<file path="src/design/rc4_pkg.sv">
package rc4_pkg;

  localparam int SBOX_DEPTH        = 256;
  localparam int BYTE_W            = 8;
  localparam int KEY_W             = 64;
  localparam int KEY_LEN_W         = 5;
  localparam int KEY_POS_W         = 4;
  localparam int CFG_IDX_W         = 2;
  localparam int MAX_KEY_BYTES_DEF = 16;

  localparam logic [CFG_IDX_W-1:0] REG_KEY_LOW    = 2'd0;
  localparam logic [CFG_IDX_W-1:0] REG_KEY_HIGH   = 2'd1;
  localparam logic [CFG_IDX_W-1:0] REG_KEY_LENGTH = 2'd2;

  localparam logic OP_REKEY = 1'b0;
  localparam logic OP_DATA  = 1'b1;

  typedef logic [BYTE_W-1:0] byte_t;

  typedef enum logic [2:0] {
    ST_IDLE,
    ST_DATA_RD_I,
    ST_DATA_RD_J,
    ST_DATA_WR_J,
    ST_SCHED_START,
    ST_SCHED_RD_A,
    ST_SCHED_WR_D,
    ST_SCHED_WR_A
  } rc4_state_t;

endpackage

</file>
<file path="src/design/rc4_in_if.sv">
interface rc4_in_if;
  logic                 valid;
  logic                 ready;
  logic                 opcode;
  rc4_pkg::byte_t       data_byte;
  logic                 message_start;

  modport source (output valid, opcode, data_byte, message_start, input ready);
  modport sink   (input valid, opcode, data_byte, message_start, output ready);
endinterface

</file>
<file path="src/design/rc4_out_if.sv">
interface rc4_out_if;
  logic           valid;
  logic           ready;
  rc4_pkg::byte_t out_byte;

  modport source (output valid, out_byte, input ready);
  modport sink   (input valid, out_byte, output ready);
endinterface

</file>
<file path="src/design/rc4_cfg_if.sv">
interface rc4_cfg_if;
  logic                             valid;
  logic                             ready;
  logic [rc4_pkg::CFG_IDX_W-1:0]    index;
  logic [rc4_pkg::KEY_W-1:0]        data;

  modport source (output valid, index, data, input ready);
  modport sink   (input valid, index, data, output ready);
endinterface

</file>
<file path="src/design/rc4_stream_cipher.sv">
// RC4 stream cipher. A word with opcode 1 returns data_byte XOR the next keystream
// byte; message_start zeroes i and j first, while the permutation carries over. A
// word with opcode 0 reloads the identity permutation, runs the key schedule with
// the key held in the configuration registers and clears i and j; it gives no
// result. The permutation sits in one 256 x 8 RAM with a single write port, so a
// data word steps through accept, read S[i], read S[j] and write S[i], and write
// S[j], and a rekey through a start step and then a read, write, write per entry.
// Per-entry valid bits give the identity after reset and at rekey, so no clearing
// pass is needed. The input is not ready while a word is in flight. A finished
// result may wait in the output register; the next data word is still accepted,
// but holds after its first read until that result is taken.
module rc4_stream_cipher #(
  parameter int MAX_KEY_BYTES = rc4_pkg::MAX_KEY_BYTES_DEF
) (
  input  logic         clk,
  input  logic         rst,
  rc4_cfg_if.sink      cfg,
  rc4_in_if.sink       din,
  rc4_out_if.source    dout
);

  localparam int DW = rc4_pkg::BYTE_W;

  rc4_pkg::rc4_state_t state, state_next;

  logic [rc4_pkg::KEY_W-1:0]     key_low_bytes;
  logic [rc4_pkg::KEY_W-1:0]     key_high_bytes;
  logic [rc4_pkg::KEY_LEN_W-1:0] key_length;

  rc4_pkg::byte_t index_i;
  rc4_pkg::byte_t index_j;
  rc4_pkg::byte_t acc;
  rc4_pkg::byte_t sched_idx;
  rc4_pkg::byte_t held;
  rc4_pkg::byte_t data_q;
  logic           ks_from_held;
  logic [rc4_pkg::KEY_POS_W-1:0] key_pos;

  logic           out_valid;
  rc4_pkg::byte_t out_byte;

  logic [DW-1:0]               sbox [rc4_pkg::SBOX_DEPTH];
  logic [rc4_pkg::SBOX_DEPTH-1:0] sbox_valid;
  rc4_pkg::byte_t rd_data;
  rc4_pkg::byte_t rd_addr_q;
  logic           rd_hit;
  logic           byp;
  rc4_pkg::byte_t byp_data;
  rc4_pkg::byte_t rd_val;

  logic           wr_en;
  rc4_pkg::byte_t wr_addr;
  rc4_pkg::byte_t wr_data;
  rc4_pkg::byte_t rd_addr;
  logic           vclear;

  logic           accept;
  rc4_pkg::byte_t i_start;
  rc4_pkg::byte_t j_start;
  rc4_pkg::byte_t k_addr;
  rc4_pkg::byte_t acc_next;
  rc4_pkg::byte_t key_byte;
  logic [2*rc4_pkg::KEY_W-1:0]   key_all;
  logic [rc4_pkg::KEY_LEN_W-1:0] eff_len;
  logic [rc4_pkg::KEY_POS_W-1:0] key_last;
  logic [rc4_pkg::KEY_POS_W-1:0] key_pos_next;
  logic           out_free;

  assign cfg.ready     = 1'b1;
  assign din.ready     = (state == rc4_pkg::ST_IDLE);
  assign dout.valid    = out_valid;
  assign dout.out_byte = out_byte;

  assign accept   = din.valid && din.ready;
  assign out_free = !out_valid || dout.ready;
  assign i_start  = din.message_start ? '0 : index_i;
  assign j_start  = din.message_start ? '0 : index_j;

  assign rd_val   = byp ? byp_data : (rd_hit ? rd_data : rd_addr_q);
  assign k_addr   = held + rd_val;

  assign key_all  = {key_high_bytes, key_low_bytes};
  assign key_byte = key_all[key_pos*DW +: DW];
  assign acc_next = acc + rd_val + key_byte;

  always_comb begin
    if (key_length == '0) begin
      eff_len = rc4_pkg::KEY_LEN_W'(1);
    end else if (key_length > rc4_pkg::KEY_LEN_W'(MAX_KEY_BYTES)) begin
      eff_len = rc4_pkg::KEY_LEN_W'(MAX_KEY_BYTES);
    end else begin
      eff_len = key_length;
    end
  end

  assign key_last     = rc4_pkg::KEY_POS_W'(eff_len - rc4_pkg::KEY_LEN_W'(1));
  assign key_pos_next = (key_pos == key_last) ? '0 : key_pos + 1'b1;

  // sequencer
  always_ff @(posedge clk) begin
    if (rst) begin
      state <= rc4_pkg::ST_IDLE;
    end else begin
      state <= state_next;
    end
  end

  always_comb begin
    state_next = state;
    wr_en      = 1'b0;
    wr_addr    = index_i;
    wr_data    = rd_val;
    rd_addr    = index_i;
    vclear     = 1'b0;
    case (state)
      rc4_pkg::ST_IDLE: begin
        rd_addr = i_start + 1'b1;
        if (accept) begin
          if (din.opcode == rc4_pkg::OP_REKEY) begin
            state_next = rc4_pkg::ST_SCHED_START;
            vclear     = 1'b1;
          end else begin
            state_next = rc4_pkg::ST_DATA_RD_I;
          end
        end
      end
      rc4_pkg::ST_DATA_RD_I: begin
        rd_addr = index_i;
        if (out_free) begin
          rd_addr    = index_j + rd_val;
          state_next = rc4_pkg::ST_DATA_RD_J;
        end
      end
      rc4_pkg::ST_DATA_RD_J: begin
        wr_en      = 1'b1;
        wr_addr    = index_i;
        wr_data    = rd_val;
        rd_addr    = k_addr;
        state_next = rc4_pkg::ST_DATA_WR_J;
      end
      rc4_pkg::ST_DATA_WR_J: begin
        wr_en      = 1'b1;
        wr_addr    = index_j;
        wr_data    = held;
        state_next = rc4_pkg::ST_IDLE;
      end
      rc4_pkg::ST_SCHED_START: begin
        rd_addr    = sched_idx;
        state_next = rc4_pkg::ST_SCHED_RD_A;
      end
      rc4_pkg::ST_SCHED_RD_A: begin
        rd_addr    = acc_next;
        state_next = rc4_pkg::ST_SCHED_WR_D;
      end
      rc4_pkg::ST_SCHED_WR_D: begin
        wr_en      = 1'b1;
        wr_addr    = sched_idx;
        wr_data    = rd_val;
        state_next = rc4_pkg::ST_SCHED_WR_A;
      end
      rc4_pkg::ST_SCHED_WR_A: begin
        wr_en   = 1'b1;
        wr_addr = acc;
        wr_data = held;
        rd_addr = sched_idx + 1'b1;
        if (sched_idx == '1) begin
          state_next = rc4_pkg::ST_IDLE;
        end else begin
          state_next = rc4_pkg::ST_SCHED_RD_A;
        end
      end
      default: begin
        state_next = rc4_pkg::ST_IDLE;
      end
    endcase
  end

  // datapath registers
  always_ff @(posedge clk) begin
    if (rst) begin
      index_i <= '0;
      index_j <= '0;
    end else begin
      case (state)
        rc4_pkg::ST_IDLE: begin
          if (accept) begin
            data_q    <= din.data_byte;
            acc       <= '0;
            sched_idx <= '0;
            key_pos   <= '0;
            if (din.opcode == rc4_pkg::OP_REKEY) begin
              index_i <= '0;
              index_j <= '0;
            end else begin
              index_i <= i_start + 1'b1;
              index_j <= j_start;
            end
          end
        end
        rc4_pkg::ST_DATA_RD_I: begin
          if (out_free) begin
            held    <= rd_val;
            index_j <= index_j + rd_val;
          end
        end
        rc4_pkg::ST_DATA_RD_J: begin
          ks_from_held <= (k_addr == index_j);
        end
        rc4_pkg::ST_SCHED_RD_A: begin
          held <= rd_val;
          acc  <= acc_next;
        end
        rc4_pkg::ST_SCHED_WR_A: begin
          sched_idx <= sched_idx + 1'b1;
          key_pos   <= key_pos_next;
        end
        default: begin
        end
      endcase
    end
  end

  // output register
  always_ff @(posedge clk) begin
    if (rst) begin
      out_valid <= 1'b0;
    end else if (state == rc4_pkg::ST_DATA_WR_J) begin
      out_valid <= 1'b1;
      out_byte  <= data_q ^ (ks_from_held ? held : rd_val);
    end else if (dout.ready) begin
      out_valid <= 1'b0;
    end
  end

  // configuration
  always_ff @(posedge clk) begin
    if (rst) begin
      key_low_bytes  <= '0;
      key_high_bytes <= '0;
      key_length     <= rc4_pkg::KEY_LEN_W'(1);
    end else if (cfg.valid) begin
      case (cfg.index)
        rc4_pkg::REG_KEY_LOW:    key_low_bytes  <= cfg.data;
        rc4_pkg::REG_KEY_HIGH:   key_high_bytes <= cfg.data;
        rc4_pkg::REG_KEY_LENGTH: key_length     <= cfg.data[rc4_pkg::KEY_LEN_W-1:0];
        default: begin
        end
      endcase
    end
  end

  // permutation RAM: invalid entries read as their own address
  always_ff @(posedge clk) begin
    if (wr_en) begin
      sbox[wr_addr] <= wr_data;
    end
  end

  always_ff @(posedge clk) begin
    if (rst || vclear) begin
      sbox_valid <= '0;
    end else if (wr_en) begin
      sbox_valid[wr_addr] <= 1'b1;
    end
  end

  always_ff @(posedge clk) begin
    rd_data   <= sbox[rd_addr];
    rd_hit    <= sbox_valid[rd_addr];
    rd_addr_q <= rd_addr;
    byp       <= wr_en && (wr_addr == rd_addr);
    byp_data  <= wr_data;
  end

endmodule
</file>
<file path="src/flat_wrapper.sv">
// flat-port wrapper written by rule: the top's interface ports become plain ports
module rc4_stream_cipher_flat 
#(
  parameter int MAX_KEY_BYTES = rc4_pkg::MAX_KEY_BYTES_DEF
)
  (clk, rst, cfg_valid, cfg_index, cfg_data, cfg_ready, din_valid, din_opcode, din_data_byte, din_message_start, din_ready, dout_valid, dout_out_byte, dout_ready);
  rc4_cfg_if cfg_i ();
  rc4_in_if din_i ();
  rc4_out_if dout_i ();
  input  logic clk;
  input  logic rst;
  input wire logic [$bits(cfg_i.valid)-1:0] cfg_valid;
  input wire logic [$bits(cfg_i.index)-1:0] cfg_index;
  input wire logic [$bits(cfg_i.data)-1:0] cfg_data;
  output wire logic [$bits(cfg_i.ready)-1:0] cfg_ready;
  input wire logic [$bits(din_i.valid)-1:0] din_valid;
  input wire logic [$bits(din_i.opcode)-1:0] din_opcode;
  input wire logic [$bits(din_i.data_byte)-1:0] din_data_byte;
  input wire logic [$bits(din_i.message_start)-1:0] din_message_start;
  output wire logic [$bits(din_i.ready)-1:0] din_ready;
  output wire logic [$bits(dout_i.valid)-1:0] dout_valid;
  output wire logic [$bits(dout_i.out_byte)-1:0] dout_out_byte;
  input wire logic [$bits(dout_i.ready)-1:0] dout_ready;
  assign cfg_i.valid = cfg_valid;
  assign cfg_i.index = cfg_index;
  assign cfg_i.data = cfg_data;
  assign cfg_ready = cfg_i.ready;
  assign din_i.valid = din_valid;
  assign din_i.opcode = din_opcode;
  assign din_i.data_byte = din_data_byte;
  assign din_i.message_start = din_message_start;
  assign din_ready = din_i.ready;
  assign dout_valid = dout_i.valid;
  assign dout_out_byte = dout_i.out_byte;
  assign dout_i.ready = dout_ready;
  rc4_stream_cipher #(.MAX_KEY_BYTES(MAX_KEY_BYTES)) u_core (.clk(clk), .rst(rst), .cfg(cfg_i), .din(din_i), .dout(dout_i));
endmodule
</file>
<file path="config.mk">
export PLATFORM = sky130hd
export DESIGN_NAME = rc4_stream_cipher_flat
export DESIGN_NICKNAME = d
export VERILOG_FILES = /design/src/design/rc4_pkg.sv /design/src/design/rc4_in_if.sv /design/src/design/rc4_out_if.sv /design/src/design/rc4_cfg_if.sv /design/src/design/rc4_stream_cipher.sv /design/src/flat_wrapper.sv
export SDC_FILE = /design/constraint.sdc
export NUM_CORES = 2
export LEC_CHECK = 0
export BUFFER_PORTS_ARGS = -buffer_cell sky130_fd_sc_hd__buf_2
export CAP_MARGIN = 20
export CORE_MARGIN = 1
export CORE_UTILIZATION = 55
export DETAILED_ROUTE_END_ITERATION = 6
export PLACE_DENSITY = 0.74
export SETUP_SLACK_MARGIN = 0.15
export SLEW_MARGIN = 40
export SYNTH_ARGS = -nofsm -noshare
export SYNTH_HDL_FRONTEND = slang
export SYNTH_SLANG_ARGS = --single-unit
</file>
<file path="constraint.sdc">
create_clock -name clk -period 12.15 [get_ports clk]
set_input_delay 1.8225 -clock clk [delete_from_list [all_inputs] [get_ports clk]]
set_output_delay 1.8225 -clock clk [all_outputs]
set_load 0.03 [all_outputs]
</file>
After elaboration in Yosys (flattened, before gate mapping) --
Memory sizes are Yosys's and may differ from the RTL's. A register that Yosys moved wholly into a read port is not among the register bits. Cells that the tools add are included.
Operators by class: add/sub/neg operators 8, magnitude comparators 4, equal/unequal tests 16, shift-type cells 1, muxes and demuxes 41, bitwise gates (word level) 3, reduce and logical (&&, ||, !) cells 28
Operator list (count):
- bitwise OR 256 bit | 1
- variable part select 128 x 8 -> 8 bit | 1
- 2-to-1 mux 8 bit | 13
- one-hot mux 8 bit (2 select lines) | 4
- one-hot mux 8 bit (6 select lines) | 1
- adder 8 bit | 4
- one-hot mux 3 bit (8 select lines) | 1
- one-hot mux 8 bit (3 select lines) | 1
- < comparator 8 x 9 -> 1 bit (second input constant) | 2
- adder 8 x 1 -> 8 bit (second input constant) | 2
- == test 8 bit | 2
- 2-to-1 mux 4 bit | 4
- AND reduction 2 bit | 7
- == test 3 bit (second input constant) | 4
- 2-to-1 mux 3 bit | 4
- AND reduction 3 bit | 4
- 2-to-1 mux 1 bit | 10
- nonzero test 2 bit | 5
- binary-select mux 1 bit (select 8 bit) | 1
- demux 1 bit (select 8 bit) | 1
- == test 8 bit (second input constant) | 1
- greater-or-equal comparator 8 x 1 -> 1 bit (second input constant) | 1
- one-hot mux 4 bit (2 select lines) | 1
- bitwise XOR 8 bit | 1
- other kinds (21) | 25
Storage, ports and cells: register bits 472, RAM bits 2048, output and inout port bits 11, memories kept 1
Memory list:
- u_core.sbox | words 256, bits a word 8, read ports 1, clocked after Yosys merged registers in 1, write ports 1, RTL line rc4_stream_cipher.sv:42 | logic [DW-1:0] sbox [rc4_pkg::SBOX_DEPTH];

Logic depth before layout (Yosys ltp) --
depth after elaboration 7, mapped depth 24, depth with buffers taken out 19

Worst setup path after synthesis --
OpenSTA, ideal clock, no wires.
kind register to register, start point register u_core.state[1], end point memory u_core.sbox[0][6] (netlist bit) (data pin), library setup time 2195 ps, arrival time 11000 ps, required time 9955 ps, path slack -1046 ps, stages on the path, launching flop included 6, path buffers 2, clock period less this slack 13196 ps, cell sequence dfxtp_1 inv_1 clkbuf_1 nor2_1 clkbuf_1 o21ai_0
Between the ends: longest elaborated chain between the ends 3, elaborated cells on any way between the ends 4
RTL lines:
- start: declaration | RTL line rc4_stream_cipher.sv:24 | rc4_pkg::rc4_state_t state, state_next;
- start signal: assignment | RTL line rc4_stream_cipher.sv:102 | state <= rc4_pkg::ST_IDLE;
- start signal: assignment | RTL line rc4_stream_cipher.sv:104 | state <= state_next;
- == test 3 bit or == test 3 x 2 -> 1 bit (tied branches) | RTL line rc4_stream_cipher.sv:115 | case (state)
- OR reduction 2 bit (no line) *
- 2-to-1 mux 8 bit * | RTL line rc4_stream_cipher.sv:115
- net u_core.wr_data[6] | RTL line rc4_stream_cipher.sv:53 | rc4_pkg::byte_t wr_data;
- end: declaration | RTL line rc4_stream_cipher.sv:42
Mark *: on every way through the listed nets, which the timed path passes. The rest lies on a longest branch.

Worst setup path after layout --
start point register u_core.key_pos[0] (netlist bit), end point register u_core.rd_data[2] (read register of u_core.sbox)
Between the ends: longest elaborated chain between the ends 3
RTL lines:
- start: declaration | RTL line rc4_stream_cipher.sv:37 | logic [rc4_pkg::KEY_POS_W-1:0] key_pos;
- start signal: assignment | RTL line rc4_stream_cipher.sv:215 | key_pos <= key_pos_next;
- variable part select 128 x 8 -> 8 bit | RTL line rc4_stream_cipher.sv:83 | assign key_byte = key_all[key_pos*DW +: DW];
- adder 8 bit | RTL line rc4_stream_cipher.sv:84 | assign acc_next = acc + rd_val + key_byte;
- one-hot mux 8 bit (6 select lines) | RTL line rc4_stream_cipher.sv:115
- end: declaration | RTL line rc4_stream_cipher.sv:44 | rc4_pkg::byte_t rd_data;
Every way passes these cells. A chain may end at the register's enable or synchronous reset.

==> impl_metrics.yaml <==
status:
  status: "finished with violations"
  violations_in_the_final_reports: "DRC"
synthesis:
  ys_seq_area_share_pct: 69.5
  yosysUniqueCellTypes: 88
  synthFlopType: "edfxtp_1"
  cell_with_the_most_instances_after_synthesis: "nand2_1"
  synth.ff_latch_count: 2528
  synth.top_cells.by_area: "edfxtp_1 (61%), dfxtp_1 (8.5%), nand2_1 (7.7%)"
  synth-async-reset-ratio_pct: 0
  synth-edff-count: 2093
  synth-warning-count: 0
  synth.avg_cell_area_sq_um: 12.3
  synthesis.instances: 8389
  synth_area_leader_cell: "edfxtp_1"
  synthTopCellsByCount: "nand2_1 (2,109), edfxtp_1 (2,093), nand3_1 (620)"
  mappedNetlistNets: 8504
  synthDominantCellAreaShare_pct: 61.0
  syn-cell-area_sq_mm: 0.103
die:
  chipHeight_microns: 435
  design.die.area_sq_mm: 0.189
  chipWidth_microns: 435
  io_pins: 92
  core.rowCount: 158
  initial_utilization_pct: 55.4
  core_region_area_sq_mm: 0.186
critical_path:
  path_common_cell: "buf_4"
  reg2reg_slack_ps: 4050
  crit_path_cell_trace: "buf_4 -> mux4_2 -> mux4_2 -> fa_1 -> ha_1 -> fa_1 -> xnor2_1 -> a2111oi_0 -> a211oi_1 -> o2111a_4 -> buf_4 -> buf_4 -> a311oi_1 -> a311oi_1 -> a211oi_1 -> o21ai_0 -> o311a_1 -> a32oi_1"
  cp-end-kind: "register"
  cp_top_family: "compound AO/OA/AOI/OAI gates"
  critical_path.max_fanout: 48
  worstSetupStartpointType: "register"
  timing.critical_path.depth: 18
  regToRegStartpoint: "u_core.key_pos[0]"
  critPathRequiredTime_ps: 12890
  cp_slowest_stage_delay_ps: 780
  worst_ep_arrival_time_ps: 8840
  r2r_endpoint: "u_core.rd_data[2]"
  worst-r2r-cell-count: 18
  critical_path_buffer_and_inverter_count: 3
  cpMaxStageDelayCell: "o21ai_0"
  path_class: "register to register"
timing:
  final_max_slew_viol_count: 0
  fmaxAchievable_mhz: 123
  min_period_ps: 8100
  timing.max_slew.rel_slack_pct: 34.8
  hold_viol: 0
  totalNegativeSetupSlack_ps: 0
  worst_slew_pin_slew_ps: 973
  rsz0062_at_grt: "no"
  timing.final.crit_share_pct: 66.7
  timing.final.setup_violations: 0
  clock_skews_ps: 44.5
clock_network:
  cts.repair.resized: 0
  clock_tree_from_tritoncts: "yes"
  worstSkewPairLatency_ps: 890
  htree_num_levels: 4
  clockBufferDepth: 3
  cts.clk_slew.worst_paths_ps: 70
  cts.hold.buffers_added: 0
  cts_root_buffer: "clkbuf_16"
  cts_num_sinks: 2528
  number_of_buffers_inserted_during_clock_tree_synthesis: 237
  cts_setup_buffers: 0
cells_and_area:
  area_delta_synth_final_pct: 11.1
  fin_util_pct: 61.6
  layout-drive-gt1-share_pct: 12.0
  fillCellCount: 13744
  final_nets: 8371
min_path:
  timing.hold.worst_path_depth: 2
  hold_class: "register to register"
  hold_start: "u_core.key_low_bytes[20]"
  hold_path_end: "u_core.key_low_bytes[20]"
power_and_ir_drop:
  total_leakage_power_nw: 38.6
  power-per-cell-area_mw_per_mm2: 234
  irDropWorstVdd_v: 0.000271
placement:
  io_buffers: 90
  gp_congestion: 0.950
  dp_hpwl_mm: 179
global_routing:
  globalRouteMet2Util_pct: 47.4
  global_route.usage.met3_pct: 8.52
  antenna_found_initial: 11
  grt_pass1_vias: 68175
  grt_use_total_pct: 32.0
  grt_most_used_layer: "met2"
  grt_pass1_wl_mm: 453
  grt_start_max_net_pins: 198
  grt-ovfl-total: 0
  grtUsageMet1_pct: 43.9
routing:
  drt-vias-per-instance: 6.65
  detail_route.drc_violations: 5
  vias_after_detailed_routing: 72860
  route.antenna.remaining_nets: 0
  drt_first_pass_iters: 7
  wl_per_cell_microns: 28.4
  postRouteWirelength_mm: 311
  dr.first_iter.drc_count: 12236
job:
  drv.max_cap_violation_count: 0
==> metal layers <==
metal  part of all wire [%]  wire, microns
met1                     37         114000
met2                     44         138000
met3                     13          41400
met5                  0.045            140
met4                    5.6          17300
==> worst max-delay path by stage <==
stage / start / endpoint
final: u_core.key_pos[0] / u_core.rd_data[2]
after global placement: u_core.key_pos[0] / u_core.rd_data[3]
after detailed placement: u_core.key_pos[0] / u_core.rd_data[2]
after global routing: u_core.rd_hit / u_core.rd_data[2]
after CTS: u_core.key_pos[0] / u_core.rd_data[2]
after floorplan: u_core.state[1] / u_core.sbox[0][6]
==> registers in the layout, summed over array words and instances, names as in the netlist, 64 cells and up <==
name	flops
u_core.key_high_bytes	64
u_core.sbox	2048
u_core.key_low_bytes	64
u_core.sbox_valid	256
==> layout make-up <==
class / count / area [sq um] / share of cell area, %
Tap cell: 2480 / 3100 / 2.71
Timing Repair Buffer: 249 / 1970 / 1.73
Antenna cell: 7 / 17.5 / 0.0153
Sequential cell: 2528 / 71600 / 62.5
Clock inverter: 134 / 1410 / 1.23
Multi-Input combinational cell: 5207 / 29600 / 25.9
Inverter: 33 / 169 / 0.148
Clock buffer: 317 / 6620 / 5.79
==> placed cells by master, fill, tap and decap left out, types with 11 or more instances in the layout <==
master,n
edfxtp_1,2093
nand2_1,2079
nand3_1,620
dfxtp_1,435
a21oi_1,291
a311oi_1,272
o21a_1,262
nor2_2,255
clkbuf_16,244
and3_1,239
a211oi_1,182
mux2i_1,150
a31oi_1,129
buf_4,128
nor2_1,100
buf_2,89
o21ai_0,66
clkinv_2,53
clkbuf_1,49
mux4_2,45
nor3_1,44
xnor2_1,42
o221ai_1,40
nor4_1,27
clkinv_1,26
inv_1,25
nand2_2,24
o22ai_1,24
ha_1,24
bufinv_16,24
clkbuf_8,24
nand4_1,23
a22oi_1,20
buf_12,19
xor2_1,16
o211ai_1,13
nand2b_1,11
==> worst register-to-register path, cell delays in order, from the launching register on <==
cell and delay, ps:
edfxtp_1 320, buf_4 540, mux4_2 610, mux4_2 540, fa_1 390, ha_1 260, fa_1 490, xnor2_1 280
a2111oi_0 150, a211oi_1 350, o2111a_4 550, buf_4 600, buf_4 690, a311oi_1 210, a311oi_1 350, a211oi_1 170
o21ai_0 780, o311a_1 530, a32oi_1 170
==> cell families after synthesis <==
| family | share of synthesized area [%] |
|---|---|
| mux | 2.50 |
| other cells | 0.00364 |
| simple gates | 14.4 |
| xor+xnor | 0.493 |
| fa+ha+maj | 0.486 |
| flops | 69.5 |
| compound gates | 9.88 |
| buf+inv | 2.78 |
==> through the flow <==
step | total power (W) | hold WS (ps) | instances | area [sq um] | setup WS, ps
3_5_place_dp | 0.0189 | 444 | 10494 | 106000 | 4430
5_1_grt | 0.0273 | 467 | 10949 | 114000 | 3930
2_1_floorplan | 0.0161 | 433 | 8389 | 103000 | 3360
6_report | 0.0267 | 451 | 10955 | 114000 | 4050
4_1_cts | 0.0264 | 453 | 10945 | 114000 | 4460
3_3_place_gp | 0.0187 | 438 | 10492 | 105000 | 4360
==> power breakdown <==
part	leakage [nW]	internal, W	switching (W)	total [W]
clock	3.94	0.00434	0.00328	0.00762
combinational	12.1	0.00184	0.00633	0.00816
sequential	22.6	0.0109	0.0000604	0.0109
total	38.6	0.0171	0.00967	0.0267
(Power assumes the default switching activity.)
